### src/sv/mbr_pkg.sv
// Shared constants for the MCU-to-raster reorder block.
// No dependencies; compiled before every other file.
package mbr_pkg;

    // 8x8 block geometry
    localparam int BLOCK_EDGE        = 8;
    localparam int BE_W              = 3;
    localparam int SAMPLES_PER_BLOCK = BLOCK_EDGE * BLOCK_EDGE;
    localparam int SIB_W             = 6;

    // sampling factor limits
    localparam int MAX_FACTOR_DEF    = 4;
    localparam int FACTOR_CFG_W      = 3;

    // MCU counters
    localparam int MCU_COL_LIMIT     = 8192;
    localparam int MCU_CNT_W         = 13;
    localparam int MC_W              = 14;

    // picture dimensions and payload
    localparam int DIM_W             = 16;
    localparam int PIX_W             = 8;
    localparam int ADDR_W            = 32;

    // configuration port
    localparam int CFG_IDX_W         = 3;
    localparam int CFG_DATA_W        = 16;

    localparam logic [CFG_IDX_W-1:0] CFG_IMAGE_WIDTH  = 3'd0;
    localparam logic [CFG_IDX_W-1:0] CFG_IMAGE_HEIGHT = 3'd1;
    localparam logic [CFG_IDX_W-1:0] CFG_MCU_COLUMNS  = 3'd2;
    localparam logic [CFG_IDX_W-1:0] CFG_H_FACTOR     = 3'd3;
    localparam logic [CFG_IDX_W-1:0] CFG_V_FACTOR     = 3'd4;
    localparam logic [CFG_IDX_W-1:0] CFG_COLOR_MODE   = 3'd5;

endpackage

### src/sv/mbr_if.sv
// Channel interfaces: sample input, pixel output, configuration write.
// Depends on mbr_pkg.
interface mbr_in_if import mbr_pkg::*; ();
    logic             valid;
    logic             ready;
    logic             first_sample;
    logic [PIX_W-1:0] red_in;
    logic [PIX_W-1:0] green_in;
    logic [PIX_W-1:0] blue_in;

    modport source (output valid, first_sample, red_in, green_in, blue_in, input ready);
    modport sink   (input valid, first_sample, red_in, green_in, blue_in, output ready);
endinterface

interface mbr_out_if import mbr_pkg::*; ();
    logic              valid;
    logic              ready;
    logic [ADDR_W-1:0] pixel_address;
    logic [PIX_W-1:0]  red_out;
    logic [PIX_W-1:0]  green_out;
    logic [PIX_W-1:0]  blue_out;

    modport source (output valid, pixel_address, red_out, green_out, blue_out, input ready);
    modport sink   (input valid, pixel_address, red_out, green_out, blue_out, output ready);
endinterface

interface mbr_cfg_if import mbr_pkg::*; ();
    logic                  valid;
    logic                  ready;
    logic [CFG_IDX_W-1:0]  index;
    logic [CFG_DATA_W-1:0] data;

    modport source (output valid, index, data, input ready);
    modport sink   (input valid, index, data, output ready);
endinterface

### src/sv/mbr_position.sv
// Sample, block and MCU position counters in MCU scan order.
// Depends on mbr_pkg.
module mbr_position import mbr_pkg::*; #(
    parameter int MAX_FACTOR = MAX_FACTOR_DEF,
    parameter int FW         = $clog2(MAX_FACTOR + 1)
) (
    input  logic                 i_clk,
    input  logic                 i_rst_n,
    input  logic                 i_advance,
    input  logic                 i_first,
    input  logic [FW-1:0]        i_h,
    input  logic [FW-1:0]        i_v,
    input  logic [MC_W-1:0]      i_mc,
    output logic [SIB_W-1:0]     o_sib,
    output logic [FW-1:0]        o_bcol,
    output logic [FW-1:0]        o_brow,
    output logic [MCU_CNT_W-1:0] o_mcol,
    output logic [MCU_CNT_W-1:0] o_mrow
);

    logic [SIB_W-1:0]     r_sib,  n_sib;
    logic [FW-1:0]        r_bcol, n_bcol;
    logic [FW-1:0]        r_brow, n_brow;
    logic [MCU_CNT_W-1:0] r_mcol, n_mcol;
    logic [MCU_CNT_W-1:0] r_mrow, n_mrow;

    logic [FW-1:0]   bcol_inc;
    logic [FW-1:0]   brow_inc;
    logic [MC_W-1:0] mcol_inc;

    // restart the scan on the first sample of a picture
    assign o_sib  = i_first ? '0 : r_sib;
    assign o_bcol = i_first ? '0 : r_bcol;
    assign o_brow = i_first ? '0 : r_brow;
    assign o_mcol = i_first ? '0 : r_mcol;
    assign o_mrow = i_first ? '0 : r_mrow;

    assign bcol_inc = o_bcol + FW'(1);
    assign brow_inc = o_brow + FW'(1);
    assign mcol_inc = {1'b0, o_mcol} + MC_W'(1);

    always_comb begin
        n_sib  = r_sib;
        n_bcol = r_bcol;
        n_brow = r_brow;
        n_mcol = r_mcol;
        n_mrow = r_mrow;
        if (i_advance) begin
            n_sib  = o_sib + SIB_W'(1);
            n_bcol = o_bcol;
            n_brow = o_brow;
            n_mcol = o_mcol;
            n_mrow = o_mrow;
            if (o_sib == SIB_W'(SAMPLES_PER_BLOCK - 1)) begin
                if (bcol_inc < i_h) begin
                    n_bcol = bcol_inc;
                end else begin
                    n_bcol = '0;
                    if (brow_inc < i_v) begin
                        n_brow = brow_inc;
                    end else begin
                        n_brow = '0;
                        if (mcol_inc < i_mc) begin
                            n_mcol = mcol_inc[MCU_CNT_W-1:0];
                        end else begin
                            n_mcol = '0;
                            n_mrow = o_mrow + MCU_CNT_W'(1);
                        end
                    end
                end
            end
        end
    end

    always_ff @(posedge i_clk) begin
        if (!i_rst_n) begin
            r_sib  <= '0;
            r_bcol <= '0;
            r_brow <= '0;
            r_mcol <= '0;
            r_mrow <= '0;
        end else begin
            r_sib  <= n_sib;
            r_bcol <= n_bcol;
            r_brow <= n_brow;
            r_mcol <= n_mcol;
            r_mrow <= n_mrow;
        end
    end

endmodule

### src/sv/mcu_block_to_raster_reorder.sv
// Top level of the MCU-order to raster-order sample reorder.
// Depends on mbr_pkg, mbr_if and mbr_position.
//
// Use:
//   i_pix carries decoded samples, one word per sample, in MCU scan order:
//   64 samples of a block, blocks of an MCU across then down, MCUs across
//   the padded picture then down. first_sample restarts the scan.
//   o_pix carries one word per visible pixel: its raster address
//   (row * image_width + column) and the colour values. Samples beyond
//   the visible width or height produce no word but still advance the scan.
//   Grayscale mode passes luminance in red and zeroes green and blue.
//   i_cfg writes the registers by index; write only while the block is idle.
// Timing:
//   Four-stage pipeline: position capture, column/row and crop test,
//   16x16 address multiply, final add into the output register. Words
//   pass the stages in that order. One sample per cycle is taken
//   sustained while o_pix is ready; the position counter steps once
//   per accepted sample and sets the pace.
// Reset and stall:
//   Reset empties the pipeline, clears the scan position and restores the
//   register defaults (8x8 picture, one MCU, 1x1 factors, RGB). When o_pix
//   stalls the stages fill and hold; i_pix.ready drops only once all four
//   stages hold a word.
module mcu_block_to_raster_reorder import mbr_pkg::*; #(
    parameter int MAX_FACTOR = MAX_FACTOR_DEF
) (
    input logic          i_clk,
    input logic          i_rst_n,
    mbr_in_if.sink       i_pix,
    mbr_out_if.source    o_pix,
    mbr_cfg_if.sink      i_cfg
);

    localparam int FW    = $clog2(MAX_FACTOR + 1);
    localparam int POS_W = $clog2(MCU_COL_LIMIT * MAX_FACTOR * BLOCK_EDGE);
    localparam int BW    = POS_W - BE_W;

    // ---------------- configuration registers ----------------
    logic [DIM_W-1:0] r_width, r_height;
    logic [MC_W-1:0]  r_mc;
    logic [FW-1:0]    r_h, r_v;
    logic             r_color;

    logic [FW-1:0]    n_factor;
    logic [MC_W-1:0]  n_mc;
    logic             cfg_wr;

    assign i_cfg.ready = 1'b1;
    assign cfg_wr      = i_cfg.valid && i_cfg.ready;

    // clamp a sampling factor to 1..MAX_FACTOR at write time
    always_comb begin
        if (i_cfg.data[FACTOR_CFG_W-1:0] == '0) begin
            n_factor = FW'(1);
        end else if (32'(i_cfg.data[FACTOR_CFG_W-1:0]) > MAX_FACTOR) begin
            n_factor = FW'(MAX_FACTOR);
        end else begin
            n_factor = FW'(i_cfg.data[FACTOR_CFG_W-1:0]);
        end
    end

    // clamp MCU columns to 1..MCU_COL_LIMIT
    always_comb begin
        if (i_cfg.data[MC_W-1:0] == '0) begin
            n_mc = MC_W'(1);
        end else if (i_cfg.data[MC_W-1:0] > MC_W'(MCU_COL_LIMIT)) begin
            n_mc = MC_W'(MCU_COL_LIMIT);
        end else begin
            n_mc = i_cfg.data[MC_W-1:0];
        end
    end

    always_ff @(posedge i_clk) begin
        if (!i_rst_n) begin
            r_width  <= DIM_W'(8);
            r_height <= DIM_W'(8);
            r_mc     <= MC_W'(1);
            r_h      <= FW'(1);
            r_v      <= FW'(1);
            r_color  <= 1'b1;
        end else if (cfg_wr) begin
            case (i_cfg.index)
                CFG_IMAGE_WIDTH:  r_width  <= i_cfg.data[DIM_W-1:0];
                CFG_IMAGE_HEIGHT: r_height <= i_cfg.data[DIM_W-1:0];
                CFG_MCU_COLUMNS:  r_mc     <= n_mc;
                CFG_H_FACTOR:     r_h      <= n_factor;
                CFG_V_FACTOR:     r_v      <= n_factor;
                CFG_COLOR_MODE:   r_color  <= i_cfg.data[0];
                default:          ;  // unmapped index: drop the write
            endcase
        end
    end

    // ---------------- pipeline handshake ----------------
    logic r_v1, r_v2, r_v3, r_v4;
    logic s1_rdy, s2_rdy, s3_rdy, s4_rdy;
    logic in_acc;

    // a stage may load when it is empty or its word moves on
    assign s4_rdy      = !r_v4 || o_pix.ready;
    assign s3_rdy      = !r_v3 || s4_rdy;
    assign s2_rdy      = !r_v2 || s3_rdy;
    assign s1_rdy      = !r_v1 || s2_rdy;
    assign i_pix.ready = s1_rdy;
    assign in_acc      = i_pix.valid && i_pix.ready;

    // ---------------- stage 1: scan position ----------------
    logic [SIB_W-1:0]     pos_sib;
    logic [FW-1:0]        pos_bcol, pos_brow;
    logic [MCU_CNT_W-1:0] pos_mcol, pos_mrow;

    mbr_position #(
        .MAX_FACTOR (MAX_FACTOR),
        .FW         (FW)
    ) u_position (
        .i_clk     (i_clk),
        .i_rst_n   (i_rst_n),
        .i_advance (in_acc),
        .i_first   (i_pix.first_sample),
        .i_h       (r_h),
        .i_v       (r_v),
        .i_mc      (r_mc),
        .o_sib     (pos_sib),
        .o_bcol    (pos_bcol),
        .o_brow    (pos_brow),
        .o_mcol    (pos_mcol),
        .o_mrow    (pos_mrow)
    );

    logic [SIB_W-1:0]     r_sib1;
    logic [FW-1:0]        r_bcol1, r_brow1;
    logic [MCU_CNT_W-1:0] r_mcol1, r_mrow1;
    logic [PIX_W-1:0]     r_red1, r_grn1, r_blu1;

    always_ff @(posedge i_clk) begin
        if (s1_rdy) begin
            r_sib1  <= pos_sib;
            r_bcol1 <= pos_bcol;
            r_brow1 <= pos_brow;
            r_mcol1 <= pos_mcol;
            r_mrow1 <= pos_mrow;
            r_red1  <= i_pix.red_in;
            // grayscale: zero green and blue
            r_grn1  <= r_color ? i_pix.green_in : '0;
            r_blu1  <= r_color ? i_pix.blue_in  : '0;
        end
    end

    // ---------------- stage 2: column, row, crop ----------------
    logic [BW-1:0]    base_col, base_row;
    logic [POS_W-1:0] n_col2, n_row2;
    logic             keep;

    assign base_col = BW'(r_mcol1) * BW'(r_h) + BW'(r_bcol1);
    assign base_row = BW'(r_mrow1) * BW'(r_v) + BW'(r_brow1);
    assign n_col2   = {base_col, r_sib1[BE_W-1:0]};
    assign n_row2   = {base_row, r_sib1[SIB_W-1:BE_W]};
    assign keep     = (n_col2 < POS_W'(r_width)) && (n_row2 < POS_W'(r_height));

    // a kept pixel lies inside the picture, so both fit in DIM_W bits
    logic [DIM_W-1:0] r_col2, r_row2;
    logic [PIX_W-1:0] r_red2, r_grn2, r_blu2;

    always_ff @(posedge i_clk) begin
        if (s2_rdy) begin
            r_col2 <= n_col2[DIM_W-1:0];
            r_row2 <= n_row2[DIM_W-1:0];
            r_red2 <= r_red1;
            r_grn2 <= r_grn1;
            r_blu2 <= r_blu1;
        end
    end

    // ---------------- stage 3: row times width ----------------
    logic [ADDR_W-1:0] r_prod3;
    logic [DIM_W-1:0]  r_col3;
    logic [PIX_W-1:0]  r_red3, r_grn3, r_blu3;

    always_ff @(posedge i_clk) begin
        if (s3_rdy) begin
            r_prod3 <= ADDR_W'(r_row2) * ADDR_W'(r_width);
            r_col3  <= r_col2;
            r_red3  <= r_red2;
            r_grn3  <= r_grn2;
            r_blu3  <= r_blu2;
        end
    end

    // ---------------- stage 4: output register ----------------
    logic [ADDR_W-1:0] r_addr4;
    logic [PIX_W-1:0]  r_red4, r_grn4, r_blu4;

    always_ff @(posedge i_clk) begin
        if (s4_rdy) begin
            r_addr4 <= r_prod3 + ADDR_W'(r_col3);
            r_red4  <= r_red3;
            r_grn4  <= r_grn3;
            r_blu4  <= r_blu3;
        end
    end

    // valid bits; a cropped sample leaves a bubble in stage 2
    always_ff @(posedge i_clk) begin
        if (!i_rst_n) begin
            r_v1 <= 1'b0;
            r_v2 <= 1'b0;
            r_v3 <= 1'b0;
            r_v4 <= 1'b0;
        end else begin
            if (s1_rdy) r_v1 <= in_acc;
            if (s2_rdy) r_v2 <= r_v1 && keep;
            if (s3_rdy) r_v3 <= r_v2;
            if (s4_rdy) r_v4 <= r_v3;
        end
    end

    assign o_pix.valid         = r_v4;
    assign o_pix.pixel_address = r_addr4;
    assign o_pix.red_out       = r_red4;
    assign o_pix.green_out     = r_grn4;
    assign o_pix.blue_out      = r_blu4;

    // ---------------- assertions ----------------
    a_crop_holds: assert property (@(posedge i_clk) disable iff (!i_rst_n)
        r_v2 |-> (r_col2 < r_width) && (r_row2 < r_height))
        else $error("pixel outside the picture reached the address stages");

    a_ready_full: assert property (@(posedge i_clk) disable iff (!i_rst_n)
        !i_pix.ready |-> (r_v1 && r_v2 && r_v3 && r_v4 && !o_pix.ready))
        else $error("input stalled while the pipeline had room");

    a_stage3_kept: assert property (@(posedge i_clk) disable iff (!i_rst_n)
        (r_v3 && !s4_rdy) |=> r_v3)
        else $error("stage 3 word lost during an output stall");

endmodule
### src/flat_wrapper.sv
// flat-port wrapper written by rule: the top's interface ports become plain ports
module mcu_block_to_raster_reorder_flat import mbr_pkg::*;
#(
    parameter int MAX_FACTOR = MAX_FACTOR_DEF
)
  (i_clk, i_rst_n, i_pix_valid, i_pix_first_sample, i_pix_red_in, i_pix_green_in, i_pix_blue_in, i_pix_ready, o_pix_valid, o_pix_pixel_address, o_pix_red_out, o_pix_green_out, o_pix_blue_out, o_pix_ready, i_cfg_valid, i_cfg_index, i_cfg_data, i_cfg_ready);
  mbr_in_if i_pix_i ();
  mbr_out_if o_pix_i ();
  mbr_cfg_if i_cfg_i ();
  input logic i_clk;
  input logic i_rst_n;
  input wire logic [$bits(i_pix_i.valid)-1:0] i_pix_valid;
  input wire logic [$bits(i_pix_i.first_sample)-1:0] i_pix_first_sample;
  input wire logic [$bits(i_pix_i.red_in)-1:0] i_pix_red_in;
  input wire logic [$bits(i_pix_i.green_in)-1:0] i_pix_green_in;
  input wire logic [$bits(i_pix_i.blue_in)-1:0] i_pix_blue_in;
  output wire logic [$bits(i_pix_i.ready)-1:0] i_pix_ready;
  output wire logic [$bits(o_pix_i.valid)-1:0] o_pix_valid;
  output wire logic [$bits(o_pix_i.pixel_address)-1:0] o_pix_pixel_address;
  output wire logic [$bits(o_pix_i.red_out)-1:0] o_pix_red_out;
  output wire logic [$bits(o_pix_i.green_out)-1:0] o_pix_green_out;
  output wire logic [$bits(o_pix_i.blue_out)-1:0] o_pix_blue_out;
  input wire logic [$bits(o_pix_i.ready)-1:0] o_pix_ready;
  input wire logic [$bits(i_cfg_i.valid)-1:0] i_cfg_valid;
  input wire logic [$bits(i_cfg_i.index)-1:0] i_cfg_index;
  input wire logic [$bits(i_cfg_i.data)-1:0] i_cfg_data;
  output wire logic [$bits(i_cfg_i.ready)-1:0] i_cfg_ready;
  assign i_pix_i.valid = i_pix_valid;
  assign i_pix_i.first_sample = i_pix_first_sample;
  assign i_pix_i.red_in = i_pix_red_in;
  assign i_pix_i.green_in = i_pix_green_in;
  assign i_pix_i.blue_in = i_pix_blue_in;
  assign i_pix_ready = i_pix_i.ready;
  assign o_pix_valid = o_pix_i.valid;
  assign o_pix_pixel_address = o_pix_i.pixel_address;
  assign o_pix_red_out = o_pix_i.red_out;
  assign o_pix_green_out = o_pix_i.green_out;
  assign o_pix_blue_out = o_pix_i.blue_out;
  assign o_pix_i.ready = o_pix_ready;
  assign i_cfg_i.valid = i_cfg_valid;
  assign i_cfg_i.index = i_cfg_index;
  assign i_cfg_i.data = i_cfg_data;
  assign i_cfg_ready = i_cfg_i.ready;
  mcu_block_to_raster_reorder #(.MAX_FACTOR(MAX_FACTOR)) u_core (.i_clk(i_clk), .i_rst_n(i_rst_n), .i_pix(i_pix_i), .o_pix(o_pix_i), .i_cfg(i_cfg_i));
endmodule
### config.mk
export PLATFORM = sky130hd
export DESIGN_NAME = mcu_block_to_raster_reorder_flat
export DESIGN_NICKNAME = d
export VERILOG_FILES = /design/src/sv/mbr_pkg.sv /design/src/sv/mbr_if.sv /design/src/sv/mbr_position.sv /design/src/sv/mcu_block_to_raster_reorder.sv /design/src/flat_wrapper.sv
export SDC_FILE = /design/constraint.sdc
export NUM_CORES = 1
export LEC_CHECK = 0
export ABC_AREA = 1
export BUFFER_PORTS_ARGS = -buffer_cell sky130_fd_sc_hd__buf_4
export CAP_MARGIN = 25
export CORE_MARGIN = 3
export CORE_UTILIZATION = 30
export CTS_BUF_LIST = sky130_fd_sc_hd__clkbuf_4 sky130_fd_sc_hd__clkbuf_8 sky130_fd_sc_hd__clkbuf_16
export DETAILED_ROUTE_END_ITERATION = 12
export GPL_ROUTABILITY_DRIVEN = 0
export PLACE_DENSITY = 0.45
export SLEW_MARGIN = 20
export SYNTH_ARGS = -nofsm -noshare
export SYNTH_HDL_FRONTEND = slang
export SYNTH_SLANG_ARGS = --single-unit
### constraint.sdc
create_clock -name i_clk -period 5.35 [get_ports i_clk]
set_clock_uncertainty 0.05 [all_clocks]
set_input_delay 1.07 -clock i_clk [delete_from_list [all_inputs] [get_ports i_clk]]
set_output_delay 1.07 -clock i_clk [all_outputs]
set_load 0.02 [all_outputs]
==> run_results.csv <==
group,metric,value,unit
outcome,status,"complete, but fails checks",
outcome,violations,"negative setup slack",
timing,rsz0062_at_grt,"yes",
clock_network,holdBufCountCts,0,
finish,fill_cells,8525,
critical_path,cp-start-kind,"flip-flop",
logic_synthesis,ys_ff_latch,341,
pwr,switchingPower,1.56,mW
timing,setup-tns-final,-2.30,ns
floorplan,num_rows,106,
global_routing,grt_pass1_wl,108000,µm
timing,maxSlewHeadroom,33.2,%
critical_path,crit_fanout,4,
critical_path,crit_chain,"buf_6 > nand2_2 > inv_2 > fa_2 > inv_2 > fa_2 > inv_2 > fa_1 > fa_2 > fa_1 > inv_2 > fa_1 > inv_2 > ha_4 > nand2_4 > nor4_4 > nand4_1 > nand3_2 > a21oi_2 > xnor2_1",
logic_synthesis,avgSynthCellArea,8.95,µm²
clock_network,clk_pin_slew,0.06,ns
floorplan,initial_core_util,30.6,%
clock_network,cts_tree,"yes",
clock_network,cts_inserted_buffers,41,
finish,drive_above_1_share,18.1,%
timing,finalHoldViolations,0,
floorplan,die_width,299,µm
floorplan,die-area,0.0896,mm²
critical_path,crit_buf_inv,6,
logic_synthesis,ys_top_cells_by_count,"inv_1, nand2_1, edfxtp_1, ha_1, fa_1",
critical_path,worst_path_max_delay_cell,"fa_2",
critical_path,reg2reg_to,"u_core.r_prod3[25]",
global_routing,busiest_layer,"met2",
finish,finalNetCount,3634,
logic_synthesis,synthSimpleGateAreaFrac,14.4,%
critical_path,critPathArrivalTime,5.87,ns
logic_synthesis,synth_cell_types,42,
critical_path,startpoint,"u_core.r_row2[12]",
global_routing,use_met2,25.1,%
pwr,power_frac_clock,45.8,%
routing,via_count,19305,
logic_synthesis,async_flop_share,0,%
global_routing,overflow,0,
pwr,power.density,205,mW/mm²
global_routing,grt_max_degree,73,
timing,fmax,178,MHz
finish,num_antenna_cells,0,
critical_path,rrSetupSlack,-0.27,ns
critical_path,r2r-start,"u_core.r_row2[12]",
critical_path,critPathCaptureType,"flip-flop",
logic_synthesis,yosysTopAreaCell,"edfxtp_1",
hold_path,min-delay-path-class,"flip-flop to flip-flop",
pwr,p_leak,15.9,nW
critical_path,cpLargestDelayFamily,"adder cells",
pwr,power_frac_comb,7.8,%
critical_path,cp.required,5.60,ns
logic_synthesis,synth_area_leaders,"edfxtp_1, fa_1, ha_1",
clock_network,cts-root-buf,"clkbuf_16",
pwr,ir_worst_vdd,0.000266,V
clock_network,numClockSinks,341,
timing,slew_violations,0,
critical_path,criticalPathCategory,"flip-flop to flip-flop",
timing,timing.final.crit_share,105,%
floorplan,pin_count,108,
routing,wl_per_cell,15.4,µm
global_routing,gr-usage-met3,2.00,%
timing,hold_slack,0.365,ns
finish,stdcell_count,4303,
global_routing,grtUsageMet1,20.2,%
pwr,p_int,4.89,mW
logic_synthesis,synth_top_area_share,28.6,%
critical_path,crit_path_end,"u_core.r_prod3[25]",
flow_run,maxCapViolations,0,
routing,drt_iter0_drc,913,
clock_network,cts_htree_levels,2,
logic_synthesis,synth-main-ff-cell,"edfxtp_1",
finish,synthToLayoutAreaGrowth,22.1,%
logic_synthesis,syn_area,0.0258,mm²
floorplan,core,0.0845,mm²
global_routing,antenna_found_initial,1,
logic_synthesis,synth_top_family_by_area,"adder cells",
global_routing,grt_use_total,14.9,%
pwr,switching_share,24.2,%
logic_synthesis,synth_xor_area_share,3.39,%
timing,setup_viol,17,
pwr,power_frac_seq,46.4,%
global_routing,first_global_vias,20026,
critical_path,r2r_cells,20,
logic_synthesis,synth-compound-area-share,7.13,%
routing,drc,0,
logic_synthesis,ys_seq_area_share,36.0,%
timing,worstMarginPinSlew,1.00,ns
placed_design,dpl.cell_count,4181,
logic_synthesis,synth_mux_area_share,0,%
critical_path,crit_cells,20,
placed_design,port_buffers,106,
routing,dr.pass1.iters,5,
clock_network,clk_latency,0.57,ns
critical_path,cp_common_cell,"inv_2",
routing,drtAntennaViolNets,0,
floorplan,die_h,299,µm
routing,wirelength,66400,µm
logic_synthesis,synthAdderAreaFrac,28.2,%
timing,fin_ws,-0.270,ns
logic_synthesis,synth_edf_count,246,
timing,finalCriticalPeriod,5.62,ns
clock_network,cts_buffer_depth,3,
logic_synthesis,synth_warnings,0,
placed_design,dp_hpwl,52800,µm
finish,fin_util,37.3,%
critical_path,max_stage_delay,0.53,ns
logic_synthesis,synth_cells,2885,
logic_synthesis,syn_nets,3383,
routing,viasPerCell,4.49,
-- worst reg2reg max path: cells and delay by family, from the launching register on --
family / cells / cell delay [ns]
buffers and inverters: 6 / 0.38
xor gates and xnor gates: 1 / 0.11
AOI/OAI and AO/OA: 1 / 0.07
DFF: 1 / 0.50
and+or+nand+nor: 5 / 0.94
adders and majority gates: 7 / 3.31
-- cells in the final DEF, fill, tap and decap left out, types with 16 or more instances in the layout --
master     count
clkbuf_16     44
a21oi_2       16
xor2_1        60
nand2_1      604
dfxtp_1       89
edfxtp_1     246
nand3_1       71
nand2_2       31
a21oi_1      158
buf_6         24
inv_2         44
nor3_1        18
nor2_1       119
nand4_1       19
xnor2_1       35
fa_2          17
buf_4        277
ha_4          19
inv_1        596
ha_1         209
o21ai_0       89
fa_1         204
-- flip-flops by register name, indices dropped and copies added, names as in the netlist, 13 cells and up --
name	count
u_core.r_height	16
u_core.r_mrow1	13
u_core.r_col3	16
u_core.u_position.r_mrow	13
u_core.r_mcol1	13
u_core.r_width	16
u_core.o_pix.pixel_address	32
u_core.r_mc	14
u_core.r_prod3	32
u_core.r_col2	16
u_core.r_row2	16
u_core.u_position.r_mcol	13
-- worst min path at each step --
stage,start,endpoint,slack [ns],cells past startpoint
6_report,u_core.r_grn3[0],u_core.o_pix.green_out[0],0.36,0
5_1_grt,u_core.r_blu1[3],u_core.r_blu2[3],0.37,0
4_1_cts,u_core.r_blu2[6],u_core.r_blu3[6],0.37,0
3_5_place_dp,u_core.r_grn3[5],u_core.o_pix.green_out[5],0.35,0
3_3_place_gp,u_core.r_red2[7],u_core.r_red3[7],0.35,0
2_1_floorplan,u_core.r_blu3[0],u_core.o_pix.blue_out[0],0.35,0
-- power by group through the flow --
stage	sequential, mW	clock [mW]	combinational, mW
final	2.99	2.96	0.505
after CTS	2.99	3.08	0.508
after detailed placement	3.05	0	0.495
after floorplan	3.05	0	0.265
after global placement	3.05	0	0.489
after global routing	3.00	3.18	0.561
-- kinds of logic (layout without fill, tap and decap cells) --
| logic type | count (synthesis) | after routing |
|---|---|---|
| simple gates | 910 | 910 |
| other cells | 1 | 1 |
| buf+inv | 745 | 1029 |
| xor+xnor | 100 | 100 |
| flops | 341 | 341 |
| fa+ha+maj | 449 | 449 |
| compound gates | 339 | 339 |
-- layer usage --
layer	wire [µm]	vias to the layer above
met5	0	-
met4	1560	0
met3	2610	104
met2	30900	369
met1	31300	9309
li1	-	9523
-- layout make-up --
class	count	area [µm²]	share of cell area, %
multi-input cells	1799	14400	45.7
clock buffers	56	1220	3.86
clock inverters	20	230	0.730
well taps	1134	1420	4.50
flip-flops and latches	341	9300	29.5
repair buffers	313	2560	8.13
inverters	640	2400	7.62
-- metrics by stage --
step                power, mW  area [µm²]  setup slack (ns)
finish                   6.45       31500            -0.270
global route             6.74       31500            -0.406
CTS                      6.58       31300            -0.233
detailed placement       3.54       29100            -0.531
global placement         3.54       29100            -0.454
floorplan                3.32       26100           0.00111
-- timing repair --
item / CTS / global route
setup endpoints to repair: 20 / 20
pin swaps: 114 / 34
buffers inserted: 43 / 4
resized for setup: 148 / 53
Note: power is estimated with default switching activity, not from simulation.
